**src/rtl/eth_pkg.sv**
```systemverilog
// Shared types, codes and helper functions of the edge thinning and hysteresis core.
`timescale 1ns / 1ps
`default_nettype none
package eth_pkg;

   localparam int DEF_MAX_WIDTH  = 256;
   localparam int DEF_MAX_HEIGHT = 256;

   localparam int REQ_DATA_W = 32;
   localparam int RSP_DATA_W = 8;
   localparam int CSR_IDX_W  = 2;
   localparam int CSR_DATA_W = 9;
   localparam int DIM_REG_W  = 9;
   localparam int THR_W      = 8;

   localparam logic [DIM_REG_W-1:0] RST_WIDTH  = 9'd256;
   localparam logic [DIM_REG_W-1:0] RST_HEIGHT = 9'd256;
   localparam logic [THR_W-1:0]     RST_HIGH   = 8'd80;
   localparam logic [THR_W-1:0]     RST_LOW    = 8'd20;

   localparam logic [CSR_IDX_W-1:0] CSR_WIDTH  = 2'd0;
   localparam logic [CSR_IDX_W-1:0] CSR_HEIGHT = 2'd1;
   localparam logic [CSR_IDX_W-1:0] CSR_HIGH   = 2'd2;
   localparam logic [CSR_IDX_W-1:0] CSR_LOW    = 2'd3;

   localparam logic ACT_LOAD = 1'b0;
   localparam logic ACT_READ = 1'b1;

   localparam logic [1:0] CLS_NONE   = 2'd0;
   localparam logic [1:0] CLS_WEAK   = 2'd1;
   localparam logic [1:0] CLS_STRONG = 2'd2;

   localparam logic [1:0] SEC_0   = 2'd0;
   localparam logic [1:0] SEC_45  = 2'd1;
   localparam logic [1:0] SEC_90  = 2'd2;
   localparam logic [1:0] SEC_135 = 2'd3;

   localparam logic [2:0] NB_LAST = 3'd7;

   typedef enum logic [3:0] {
      ST_IDLE,
      ST_RD,
      ST_RSP,
      ST_NMS_CTR,
      ST_NMS_CAP,
      ST_NMS_LO,
      ST_NMS_HI,
      ST_NMS_WR,
      ST_HYS_CTR,
      ST_HYS_CHK,
      ST_HYS_NB,
      ST_DONE
   } eth_state_type;

   typedef enum logic [2:0] {
      ADDR_REQ,
      ADDR_CTR,
      ADDR_NMS_LO,
      ADDR_NMS_HI,
      ADDR_NB
   } eth_addr_sel_type;

   typedef struct packed {
      logic signed [1:0] dx;
      logic signed [1:0] dy;
   } eth_step_type;

   typedef struct packed {
      eth_addr_sel_type addr_sel;
      logic load_wr;
      logic pass_start;
      logic cap_ctr;
      logic chk_lo;
      logic cls_wr;
      logic pix_next;
      logic nb_start;
      logic nb_next;
      logic promote;
      logic frame_done;
      logic edge_clr;
      logic edge_cap;
      logic idx_cap;
      logic rsp_load;
   } eth_cmd_type;

   typedef struct packed {
      logic count_last;
      logic interior;
      logic ctr_weak;
      logic nb_strong;
      logic nb_last;
      logic pix_last;
      logic changed;
      logic out_free;
   } eth_status_type;

   // fold and quantise a direction in degrees to one of four axes
   function automatic logic [1:0] sector_of(input logic [7:0] dir);
      logic [7:0] d;
      logic [1:0] s;
      d = (dir > 8'd180) ? dir - 8'd180 : dir;
      if (d >= 8'd23 && d <= 8'd67) begin
         s = SEC_45;
      end else if (d >= 8'd68 && d <= 8'd112) begin
         s = SEC_90;
      end else if (d >= 8'd113 && d <= 8'd157) begin
         s = SEC_135;
      end else begin
         s = SEC_0;
      end
      return s;
   endfunction

   // positive step along the axis of a sector
   function automatic eth_step_type sector_step(input logic [1:0] s);
      eth_step_type st;
      unique case (s)
         SEC_0:   begin st.dx = 2'sd1;  st.dy = 2'sd0; end
         SEC_45:  begin st.dx = 2'sd1;  st.dy = 2'sd1; end
         SEC_90:  begin st.dx = 2'sd0;  st.dy = 2'sd1; end
         default: begin st.dx = -2'sd1; st.dy = 2'sd1; end
      endcase
      return st;
   endfunction

   // eight neighbours in raster order
   function automatic eth_step_type nb_step(input logic [2:0] n);
      eth_step_type st;
      unique case (n)
         3'd0:    begin st.dx = -2'sd1; st.dy = -2'sd1; end
         3'd1:    begin st.dx = 2'sd0;  st.dy = -2'sd1; end
         3'd2:    begin st.dx = 2'sd1;  st.dy = -2'sd1; end
         3'd3:    begin st.dx = -2'sd1; st.dy = 2'sd0;  end
         3'd4:    begin st.dx = 2'sd1;  st.dy = 2'sd0;  end
         3'd5:    begin st.dx = -2'sd1; st.dy = 2'sd1;  end
         3'd6:    begin st.dx = 2'sd0;  st.dy = 2'sd1;  end
         default: begin st.dx = 2'sd1;  st.dy = 2'sd1;  end
      endcase
      return st;
   endfunction

endpackage
`default_nettype wire

```
**src/rtl/eth_ctrl.sv**
```systemverilog
// Sequencer of the edge core: beat handling, suppression scan and hysteresis passes.
`timescale 1ns / 1ps
`default_nettype none
module eth_ctrl (
   input  wire                     clock,
   input  wire                     reset,
   input  wire                     req_tvalid,
   output logic                    req_tready,
   input  wire                     action,
   input  eth_pkg::eth_status_type status,
   output eth_pkg::eth_cmd_type    cmd
);
   import eth_pkg::*;

   eth_state_type state_ff, state_in;

   always_ff @(posedge clock) begin
      if (reset) begin
         state_ff <= ST_IDLE;
      end else begin
         state_ff <= state_in;
      end
   end

   always_comb begin
      logic pix_end;
      pix_end    = 1'b0;
      state_in   = state_ff;
      req_tready = 1'b0;
      cmd        = '0;
      cmd.addr_sel = ADDR_CTR;

      unique case (state_ff)
         ST_IDLE: begin
            req_tready = 1'b1;
            if (req_tvalid) begin
               if (action == ACT_READ) begin
                  cmd.addr_sel = ADDR_REQ;
                  cmd.idx_cap  = 1'b1;
                  state_in     = ST_RD;
               end else begin
                  cmd.load_wr  = 1'b1;
                  cmd.edge_clr = 1'b1;
                  if (status.count_last) begin
                     cmd.pass_start = 1'b1;
                     state_in       = ST_NMS_CTR;
                  end else begin
                     state_in = ST_RSP;
                  end
               end
            end
         end
         ST_RD: begin
            cmd.edge_cap = 1'b1;
            state_in     = ST_RSP;
         end
         ST_RSP: begin
            if (status.out_free) begin
               cmd.rsp_load = 1'b1;
               state_in     = ST_IDLE;
            end
         end
         ST_NMS_CTR: begin
            cmd.addr_sel = ADDR_CTR;
            state_in     = ST_NMS_CAP;
         end
         ST_NMS_CAP: begin
            cmd.cap_ctr = 1'b1;
            state_in    = ST_NMS_LO;
         end
         ST_NMS_LO: begin
            cmd.addr_sel = ADDR_NMS_LO;
            state_in     = ST_NMS_HI;
         end
         ST_NMS_HI: begin
            cmd.addr_sel = ADDR_NMS_HI;
            cmd.chk_lo   = 1'b1;
            state_in     = ST_NMS_WR;
         end
         ST_NMS_WR: begin
            cmd.cls_wr = 1'b1;
            if (status.pix_last) begin
               cmd.pass_start = 1'b1;
               state_in       = ST_HYS_CTR;
            end else begin
               cmd.pix_next = 1'b1;
               state_in     = ST_NMS_CTR;
            end
         end
         ST_HYS_CTR: begin
            cmd.addr_sel = ADDR_CTR;
            state_in     = ST_HYS_CHK;
         end
         ST_HYS_CHK: begin
            cmd.addr_sel = ADDR_NB;
            if (status.interior && status.ctr_weak) begin
               cmd.nb_start = 1'b1;
               state_in     = ST_HYS_NB;
            end else begin
               pix_end = 1'b1;
            end
         end
         ST_HYS_NB: begin
            cmd.addr_sel = ADDR_NB;
            if (status.nb_strong) begin
               cmd.promote = 1'b1;
               pix_end     = 1'b1;
            end else if (status.nb_last) begin
               pix_end = 1'b1;
            end else begin
               cmd.nb_next = 1'b1;
            end
         end
         ST_DONE: begin
            cmd.frame_done = 1'b1;
            state_in       = ST_RSP;
         end
         default: begin
            state_in = ST_IDLE;
         end
      endcase

      // close the pixel: next pixel, another pass, or finish
      if (pix_end) begin
         if (status.pix_last) begin
            if (status.changed || cmd.promote) begin
               cmd.pass_start = 1'b1;
               state_in       = ST_HYS_CTR;
            end else begin
               state_in = ST_DONE;
            end
         end else begin
            cmd.pix_next = 1'b1;
            state_in     = ST_HYS_CTR;
         end
      end
   end

endmodule
`default_nettype wire

```
**config.mk**
```make
export PLATFORM = sky130hd
export DESIGN_NAME = eth_ctrl
export DESIGN_NICKNAME = d
export VERILOG_FILES = /design/src/rtl/eth_pkg.sv /design/src/rtl/eth_ctrl.sv
export SDC_FILE = /design/constraint.sdc
export NUM_CORES = 1
export LEC_CHECK = 0
export BUFFER_PORTS_ARGS = -buffer_cell sky130_fd_sc_hd__buf_2
export CORE_AREA = 8 8 45 47
export CTS_CLUSTER_SIZE = 28
export DETAILED_ROUTE_END_ITERATION = 6
export DIE_AREA = 0 0 53 55
export GPL_TIMING_DRIVEN = 0
export PLACE_DENSITY_LB_ADDON = 0.12
export SLEW_MARGIN = 20
export SYNTH_ARGS = -nofsm -noshare
export SYNTH_HDL_FRONTEND = slang
export SYNTH_SLANG_ARGS = --single-unit
export TNS_END_PERCENT = 1
```
**constraint.sdc**
```tcl
create_clock -name clock -period 2.5 [get_ports clock]
set_input_delay 0.125 -clock clock [delete_from_list [all_inputs] [get_ports clock]]
set_output_delay 0.125 -clock clock [all_outputs]
set_load 0.01 [all_outputs]
```
==> flow_metrics.py, run 1 <==
metrics = {
    "logic_synthesis": {
        "netlist_instances": 77,
        "syn-cell-area_um2": 505,
        "yosys-top-cells-area": "dfxtp_1 16%, nor2_1 12%, nand2_1 5.9%",
        "async_flop_share": 0,
        "ys_ff_latch": 4,
        "syn_nets": 89,
        "yosysMostFrequentCell": "nor2_1",
        "yosys_warnings": 0,
        "yosysTopAreaCellShare": 0.158,
        "synth_edf_count": 0,
        "synth_common_cells": "16 x nor2_1, 8 x nand2_1, 5 x nor3_1",
        "synth_ff_type": "dfxtp_1",
        "synth_top_area_cell": "dfxtp_1",
        "synth_area_per_cell_um2": 6.56,
        "synth.distinct_cells": 32,
        "yosysSeqAreaShare": 0.158,
    },
    "placement": {
        "hpwlAfterDp_mm": 1.30,
        "place_ws_ps": 945,
        "port_buffers": 29,
        "place_congestion": 0.825,
    },
    "timing": {
        "totalNegativeSetupSlack_ps": 0,
        "hold_violations": 0,
        "finalMaxSlewViolations": 0,
        "setup_violations": 0,
        "relSlewSlack": 0.729,
        "period_needed_ps": 1800,
        "max_freq_mhz": 557,
        "finalCritPeriodShare": 0.718,
        "skew_ps": 3.31,
        "rsz0062_at_grt": "no",
        "fin_ws_ps": 704,
        "tightest_slew_ps": 407,
    },
    "setup_path": {
        "path_max_fanout": 10,
        "cp.required_ps": 2380,
        "crit_type": "reg -> out",
        "reg2reg_slack_ps": 1020,
        "reg2reg_depth": 5,
        "critPathArrivalTime_ps": 1670,
        "critPathLaunch": "state_ff[0]",
        "crit-reg2reg-launch": "state_ff[2]",
        "start_kind": "register",
        "reg2reg_to": "state_ff[1]",
        "worstSetupEndpointType": "output port",
        "crit_path_end": "cmd[14]",
    },
    "final_layout": {
        "largest_register_ffs": 4,
        "layout-drive-gt1-share": 0.367,
        "reg.largest.list": "state_ff: 4 flops",
        "num_antenna_cells": 0,
        "finalNetCount": 123,
        "area_growth_pct": 37.1,
        "regMostFlops": "state_ff",
    },
    "global_routing": {
        "grt_pass1_vias": 585,
        "grt_max_degree": 11,
        "grt_pass1_wl_mm": 2.56,
        "grt_use_total": 0.115,
        "overflow": 0,
        "antenna_found_initial": 0,
    },
    "min_path": {
        "worstHoldPathType": "in -> reg",
    },
    "die": {
        "coreArea_um2": 1380,
        "dieArea_um2": 2920,
        "die_w_um": 53,
        "fp-row-count": 14,
        "die_h_um": 55,
        "num_io_pins": 30,
        "start_util": 0.365,
    },
    "clocking": {
        "clkSinkCount": 4,
        "clock_latency_ps": 230,
        "cts_buffers": 3,
        "holdBufCountCts": 0,
        "postCtsSetupRepairBufs": 0,
        "cts_root_buffer": "clkbuf_4",
        "htreeDepth": 1,
        "clock_path_buffers": 2,
        "clk_pin_slew_ps": 40,
        "cts_tree": "done",
        "cts_resized": 0,
    },
    "route": {
        "wl_per_cell_um": 12.9,
        "drc": 0,
        "vias_per_cell": 5.11,
        "drt_iter0_markers": 10,
        "num_vias": 639,
        "dr.pass1.iters": 4,
        "routed_wl_mm": 1.61,
        "ant_nets": 0,
    },
    "run_status": {
        "status": "completed",
    },
    "run": {
        "maxCapViolCount": 0,
    },
    "power": {
        "ir_drop_v": 0.000384,
        "leakagePower_uw": 0.000347,
        "power.density_nw_per_um2": 495,
    },
}
-- worst min-delay path by stage --
stage | start | to | slack (ps) | cells after the start
5_1_grt | reset | state_ff[0] | 120 | 2
3_3_place_gp | reset | state_ff[0] | 340 | 2
2_1_floorplan | reset | state_ff[1] | 200 | 1
6_report | reset | state_ff[0] | 120 | 2
3_5_place_dp | reset | state_ff[0] | 350 | 2
4_1_cts | reset | state_ff[0] | 100 | 2
-- metrics by stage --
stage / hold slack [ps] / cell area (µm²) / utilization / std cells / total power, µW
floorplan: 196 / 505 / - / 77 / 211
global placement: 345 / 671 / 0.485 / 122 / 268
detailed placement: 352 / 671 / 0.485 / 122 / 268
CTS: 103 / 693 / 0.501 / 125 / 348
global route: 118 / 693 / 0.501 / 125 / 374
finish: 116 / 693 / 0.501 / 125 / 343
-- worst max-delay path: stages (launching register included) --
cell and delay [ps]:
dfxtp_1 420, buf_2 260, xnor2_1 190, inv_1 100
a21oi_1 150, nor2_1 50, a31oi_1 130, buf_2 150
-- cells by family after synthesis --
logic type	synth area share
and+or+nand+nor	0.485
buffers and inverters	0.109
xor gates and xnor gates	0.0347
DFF	0.158
AOI/OAI and AO/OA	0.213
-- cell usage in the layout (no fill, tap or decap), drive strengths merged, types with 2 or more instances in the layout --
cell type,netlist,routed
nand2b,3,3
o21ai,3,3
a21oi,3,3
nor3,5,5
nor4,4,4
buf,5,34
nand2,8,8
nor2,16,16
inv,4,4
nor2b,3,3
and4,2,2
clkbuf,1,4
a31oi,2,2
dfxtp,4,4
-- cell type report --
type                            count  area [µm²]
Multi-Input combinational cell     63         370
Buffer                              6        40.0
Tap cell                           16        20.0
Fill cell                         152         691
Sequential cell                     4        80.1
Inverter                            4        15.0
Timing Repair Buffer               29         145
Clock buffer                        3        22.5
-- layer usage --
| metal | share of wire | wire length (µm) | vias to the layer above | global-route usage |
|---|---|---|---|---|
| li1 | - | - | 342 | - |
| met1 | 0.48 | 771 | 279 | 0.144 |
| met2 | 0.45 | 725 | 18 | 0.186 |
| met3 | 0.071 | 115 | 0 | 0.0374 |
| met4 | 0 | 0 | 0 | 0.0259 |
| met5 | 0 | 0 | - | 0 |
-- report_power, final --
| part | internal [µW] | switching (µW) |
|---|---|---|
| clock | 53.4 | 22.5 |
| combinational | 75.4 | 106 |
| sequential | 72.1 | 13.5 |
| total | 201 | 142 |
(Power assumes the default switching activity.)
==> run 2: changes to the inputs <==
Settings changed: ABC_AREA set to 1, CORE_AREA 8 8 45 47 to not set, CORE_MARGIN set to 8, CORE_UTILIZATION set to 37, DIE_AREA 0 0 53 55 to not set.
Clock period 2.5 ns to 1.6 ns, I/O delays scaled along.
==> run 2 against run 1 <==
Net effect:
- setup slack worse by 610 ps
- clock power is 67% higher
- count of clock-buffer cells in the layout did not move
- critical endpoint is now cmd[12]
- synthesized area is 1.7% higher
- register-to-register slack worse by 790 ps
- wire length fell by 1.2%
- final cell count grew 11%
- largest power group unchanged
- core utilization increased by 7.9 points
==> flow_metrics.py, run 2 <==
metrics = {
    "run_status": {
        "status": "completed",
    },
    "global_routing": {
        "grt_use_total": 0.108,
        "antenna_found_initial": 0,
        "grt_pass1_wl_mm": 2.42,
        "overflow": 0,
        "grt_pass1_vias": 614,
        "grt_max_degree": 7,
    },
    "placement": {
        "hpwlAfterDp_mm": 1.25,
        "port_buffers": 29,
        "place_congestion": 0.801,
        "place_inst": 133,
    },
    "setup_path": {
        "reg2reg_to": "state_ff[1]",
        "critPathArrivalTime_ps": 1430,
        "reg2reg_depth": 8,
        "cp.required_ps": 1520,
        "start_kind": "register",
        "reg2reg_slack_ps": 230,
        "path_max_fanout": 6,
        "worstSetupEndpointType": "output port",
        "crit-reg2reg-launch": "state_ff[3]",
        "crit_type": "reg -> out",
    },
    "logic_synthesis": {
        "yosysSeqAreaShare": 0.156,
        "yosysTopAreaCellShare": 0.156,
        "synth_area_per_cell_um2": 5.78,
        "ys_ff_latch": 4,
        "async_flop_share": 0,
        "yosys_warnings": 0,
        "syn-cell-area_um2": 514,
        "yosysMostFrequentCell": "nand2_1",
        "yosys-top-cells-area": "dfxtp_1 16%, nand2_1 13%, inv_1 11%",
        "syn_nets": 101,
        "synth_edf_count": 0,
        "synth_top_area_cell": "dfxtp_1",
        "netlist_instances": 89,
        "synth.distinct_cells": 19,
        "synth_common_cells": "18 x nand2_1, 15 x inv_1, 15 x nor2_1",
        "synth_ff_type": "dfxtp_1",
    },
    "die": {
        "die_w_um": 53.3,
        "dieArea_um2": 2840,
        "start_util": 0.395,
        "fp-row-count": 13,
        "coreArea_um2": 1300,
        "die_h_um": 53.3,
        "num_io_pins": 30,
    },
    "final_layout": {
        "area_growth_pct": 46.7,
        "reg.largest.list": "state_ff: 4 flops",
        "mostFrequentLayoutCells": "28 x buf_2, 18 x nand2_1, 15 x nor2_1, 14 x inv_1",
        "finalNetCount": 138,
        "layout-drive-gt1-share": 0.500,
        "largest_register_ffs": 4,
        "instances_no_fill": 139,
        "regMostFlops": "state_ff",
        "num_antenna_cells": 0,
        "mostFrequentLayoutCell": "buf_2",
    },
    "route": {
        "vias_per_cell": 4.78,
        "wl_per_cell_um": 11.5,
        "wl_met2_um": 738,
        "wl_met1_um": 674,
        "dr.pass1.iters": 4,
        "routed_wl_mm": 1.59,
        "num_vias": 664,
        "ant_nets": 0,
        "met3_length_um": 135,
        "drc": 0,
        "drt_iter0_markers": 8,
        "highest_layer": "met4",
    },
    "power": {
        "ir_drop_v": 0.000512,
        "power.density_nw_per_um2": 787,
        "leakagePower_uw": 0.000482,
    },
    "run": {
        "maxCapViolCount": 0,
    },
    "timing": {
        "totalNegativeSetupSlack_ps": 0,
        "skew_ps": 1.18,
        "max_freq_mhz": 664,
        "period_needed_ps": 1510,
        "setup_violations": 0,
        "finalCritPeriodShare": 0.942,
        "finalMaxSlewViolations": 0,
        "tightest_slew_ps": 269,
        "hold_violations": 0,
        "relSlewSlack": 0.820,
    },
    "min_path": {
        "hold_depth": 2,
        "hold_end": "state_ff[0]",
        "worstHoldPathType": "in -> reg",
        "hold_start": "reset",
    },
    "clocking": {
        "clk_pin_slew_ps": 40,
        "cts_buffers": 3,
        "cts_tree": "done",
        "clock_path_buffers": 2,
        "holdBufCountCts": 0,
        "clock_latency_ps": 240,
        "clkSinkCount": 4,
        "htreeDepth": 1,
        "cts_root_buffer": "clkbuf_4",
    },
}
## run 2: layer usage
metal  GRT usage  vias up
met5           0        -
met4           0        0
met3      0.0560        4
met2       0.180       24
met1       0.127      290
li1            -      346
## run 2: critical path: stages (launching register included)
cell and delay [ps]:
dfxtp_4 360, inv_2 50, nor2_4 190, nand2_4 110, o21ai_4 220, nand3_2 100, nand3_2 70, buf_6 100
## run 2: power by group
part           switching [µW]  internal (µW)  total (µW)  leakage (µW)
Clock                    42.8           84.0         127     0.0000138
Sequential               26.8            116         142     0.0000338
Combinational             204            120         325      0.000434
## run 2: metrics by stage
| stage | util | total power (µW) | hold WS [ps] | instance area, µm² | setup slack [ps] |
|---|---|---|---|---|---|
| 2_1_floorplan | - | 363 | 147 | 514 | 386 |
| 3_3_place_gp | 0.521 | 458 | 303 | 678 | 246 |
| 3_5_place_dp | 0.521 | 458 | 309 | 678 | 258 |
| 4_1_cts | 0.542 | 594 | 59.7 | 706 | 34.4 |
| 5_1_grt | 0.580 | 656 | 52.7 | 754 | -12.5 |
| 6_report | 0.580 | 594 | 66.5 | 754 | 93.6 |
## run 2: layout make-up
type / instances / area (µm²)
fill: 133 / 547
clock buffer: 3 / 22.5
tap: 15 / 18.8
sequential: 4 / 85.1
buffer: 1 / 7.51
multi-input combinational: 66 / 379
timing repair buffer: 32 / 174
inverter: 18 / 67.6
## run 2: how the worst max path moves through the flow
stage,end,start,depth (start not counted)
final,cmd[12],state_ff[3],7
after detailed placement,cmd[14],state_ff[2],5
after global routing,cmd[12],state_ff[3],7
after floorplan,cmd[14],state_ff[2],4
after CTS,cmd[12],state_ff[3],7
after global placement,cmd[14],state_ff[2],5
## run 2: logic make-up after synthesis
family / Yosys count / synth area share
AO/OA/AOI/OAI: 7 / 0.0998
flip-flops: 4 / 0.156
AND/OR/NAND/NOR: 59 / 0.599
buffers and inverters: 19 / 0.146
## run 2: timing repair
item / 4_1_cts / 5_1_grt
gates resized for setup: 1 / 8
pin swaps: 0 / 4
endpoints found under the setup margin: 1 / 3
setup buffers: 0 / 3
==> run 3: changes to the inputs <==
Settings changed: GPL_TIMING_DRIVEN 0 to 1.
==> run 3 against run 2 <==
Net effect:
- die area is the same
- largest cell class unchanged
- clock power grew 7%
- sequential power is essentially flat
- critical path type unchanged
==> flow_metrics.py, run 3 (same netlist as run 2, synthesis figures left out) <==
metrics = {
    "clocking": {
        "clock_latency_ps": 250,
        "holdBufCountCts": 0,
        "cts_tree": "done",
        "htreeDepth": 1,
        "cts_root_buffer": "clkbuf_4",
        "clock_path_buffers": 2,
        "clk_pin_slew_ps": 50,
        "cts_buffers": 3,
        "clkSinkCount": 4,
    },
    "route": {
        "ant_nets": 0,
        "routed_wl_mm": 1.60,
        "drt_iter0_markers": 4,
        "wl_per_cell_um": 11.8,
        "drc": 0,
        "vias_per_cell": 4.73,
        "num_vias": 643,
        "dr.pass1.iters": 4,
    },
    "final_layout": {
        "finalNetCount": 135,
        "reg.largest.list": "state_ff: 4 flops",
        "postLayoutCellArea_um2": 721,
        "final_util": 0.554,
        "layout-drive-gt1-share": 0.479,
        "area_growth_pct": 40.1,
        "num-fill-cells": 150,
        "largest_register_ffs": 4,
        "regMostFlops": "state_ff",
        "mostFrequentLayoutCells": "29 x buf_2, 18 x nand2_1, 15 x nor2_1, 14 x inv_1, 7 x nand3_1",
        "mostFrequentLayoutCell": "buf_2",
        "num_antenna_cells": 0,
    },
    "die": {
        "num_io_pins": 30,
        "die_w_um": 53.3,
        "dieArea_um2": 2840,
        "fp-row-count": 13,
        "coreArea_um2": 1300,
        "start_util": 0.395,
        "die_h_um": 53.3,
    },
    "power": {
        "power.density_nw_per_um2": 822,
        "p_clk_frac": 0.230,
        "leakagePower_uw": 0.000458,
        "cell_internal_pwr_uw": 313,
        "ir_drop_v": 0.000464,
        "p_switching_uw": 279,
        "combPwrFrac": 0.530,
        "power.total_uw": 592,
        "pwr-share-seq": 0.240,
        "swShare": 0.471,
    },
    "placement": {
        "port_buffers": 29,
        "place_congestion": 0.777,
        "hpwlAfterDp_mm": 1.31,
        "dpl-instance-area_um2": 671,
    },
    "global_routing": {
        "grt_max_degree": 7,
        "grt_pass1_wl_mm": 2.35,
        "grt_use_total": 0.111,
        "overflow": 0,
        "grt_pass1_vias": 604,
        "antenna_found_initial": 0,
    },
    "setup_path": {
        "cp.required_ps": 1520,
        "cp_cell_sequence": "inv_2 -> nor2_4 -> nand2_4 -> o21ai_4 -> nand3_2 -> nand3_1 -> buf_2",
        "crit_type": "reg -> out",
        "crit_family": "simple AND/OR/NAND/NOR gates",
        "critPathSlowestCell": "dfxtp_4",
        "path_max_fanout": 6,
        "worstSetupEndpointType": "output port",
        "path_buf_inv": 2,
        "critPathArrivalTime_ps": 1500,
        "start_kind": "register",
        "slowest_delay_ps": 370,
    },
    "timing": {
        "skew_ps": 11.1,
        "finalMaxSlewViolations": 0,
        "holdWs_ps": 63.9,
        "tightest_slew_ps": 261,
        "finalCritPeriodShare": 0.985,
        "totalNegativeSetupSlack_ps": 0,
        "relSlewSlack": 0.826,
        "max_freq_mhz": 635,
        "setup_violations": 0,
        "period_needed_ps": 1580,
        "hold_violations": 0,
    },
    "run": {
        "maxCapViolCount": 0,
    },
    "run_status": {
        "status": "completed",
    },
    "min_path": {
        "worstHoldPathType": "in -> reg",
    },
}
run 3: cell types whose count changed in the layout (fill, tap and decap cells not counted), sizes merged:
cell | previous run | this run
buf | 33 | 30
run 3: power groups by stage:
stage	sequential, µW	clock, µW	combinational [µW]
5_1_grt	146	146	354
4_1_cts	141	138	316
6_report	142	136	314
3_5_place_dp	143	0	311
2_1_floorplan	140	0	223
3_3_place_gp	143	0	310
run 3: layout make-up:
type	instances	area (µm²)	share of cell area
inverter	18	67.6	0.0938
timing repair buffer	30	153	0.212
multi-input combinational	66	374	0.519
clock buffer	3	22.5	0.0313
tap	15	18.8	0.0260
sequential	4	85.1	0.118
run 3: worst paths after layout:
kind               startpoint     endpoint  slack, ps  cells after the start
setup / recovery  state_ff[3]      cmd[12]         20                      7
hold / removal          reset  state_ff[3]         60                      2
setup reg to reg  state_ff[3]  state_ff[1]        280                      7
hold reg to reg   state_ff[1]  state_ff[3]        630                      3
run 3: layer usage:
metal,vias to the layer above,global-route usage,wire (µm)
met2,24,0.182,778
met3,5,0.0364,107
met4,0,0.0630,37
met1,276,0.123,675
li1,338,-,-
met5,-,0,0
run 3: timing repair:
action | CTS | global route
endpoints found under the hold margin | 0 | 0
pin swaps | 0 | 3
resized for setup | 1 | 6
setup endpoints to repair | 1 | 2
buffers inserted | 0 | 1
run 3: stage by stage:
stage,worst slack (ps),std cells
floorplan,386,89
global placement,248,132
detailed placement,248,132
CTS,36.6,135
global route,-35.5,136
finish,24.8,136
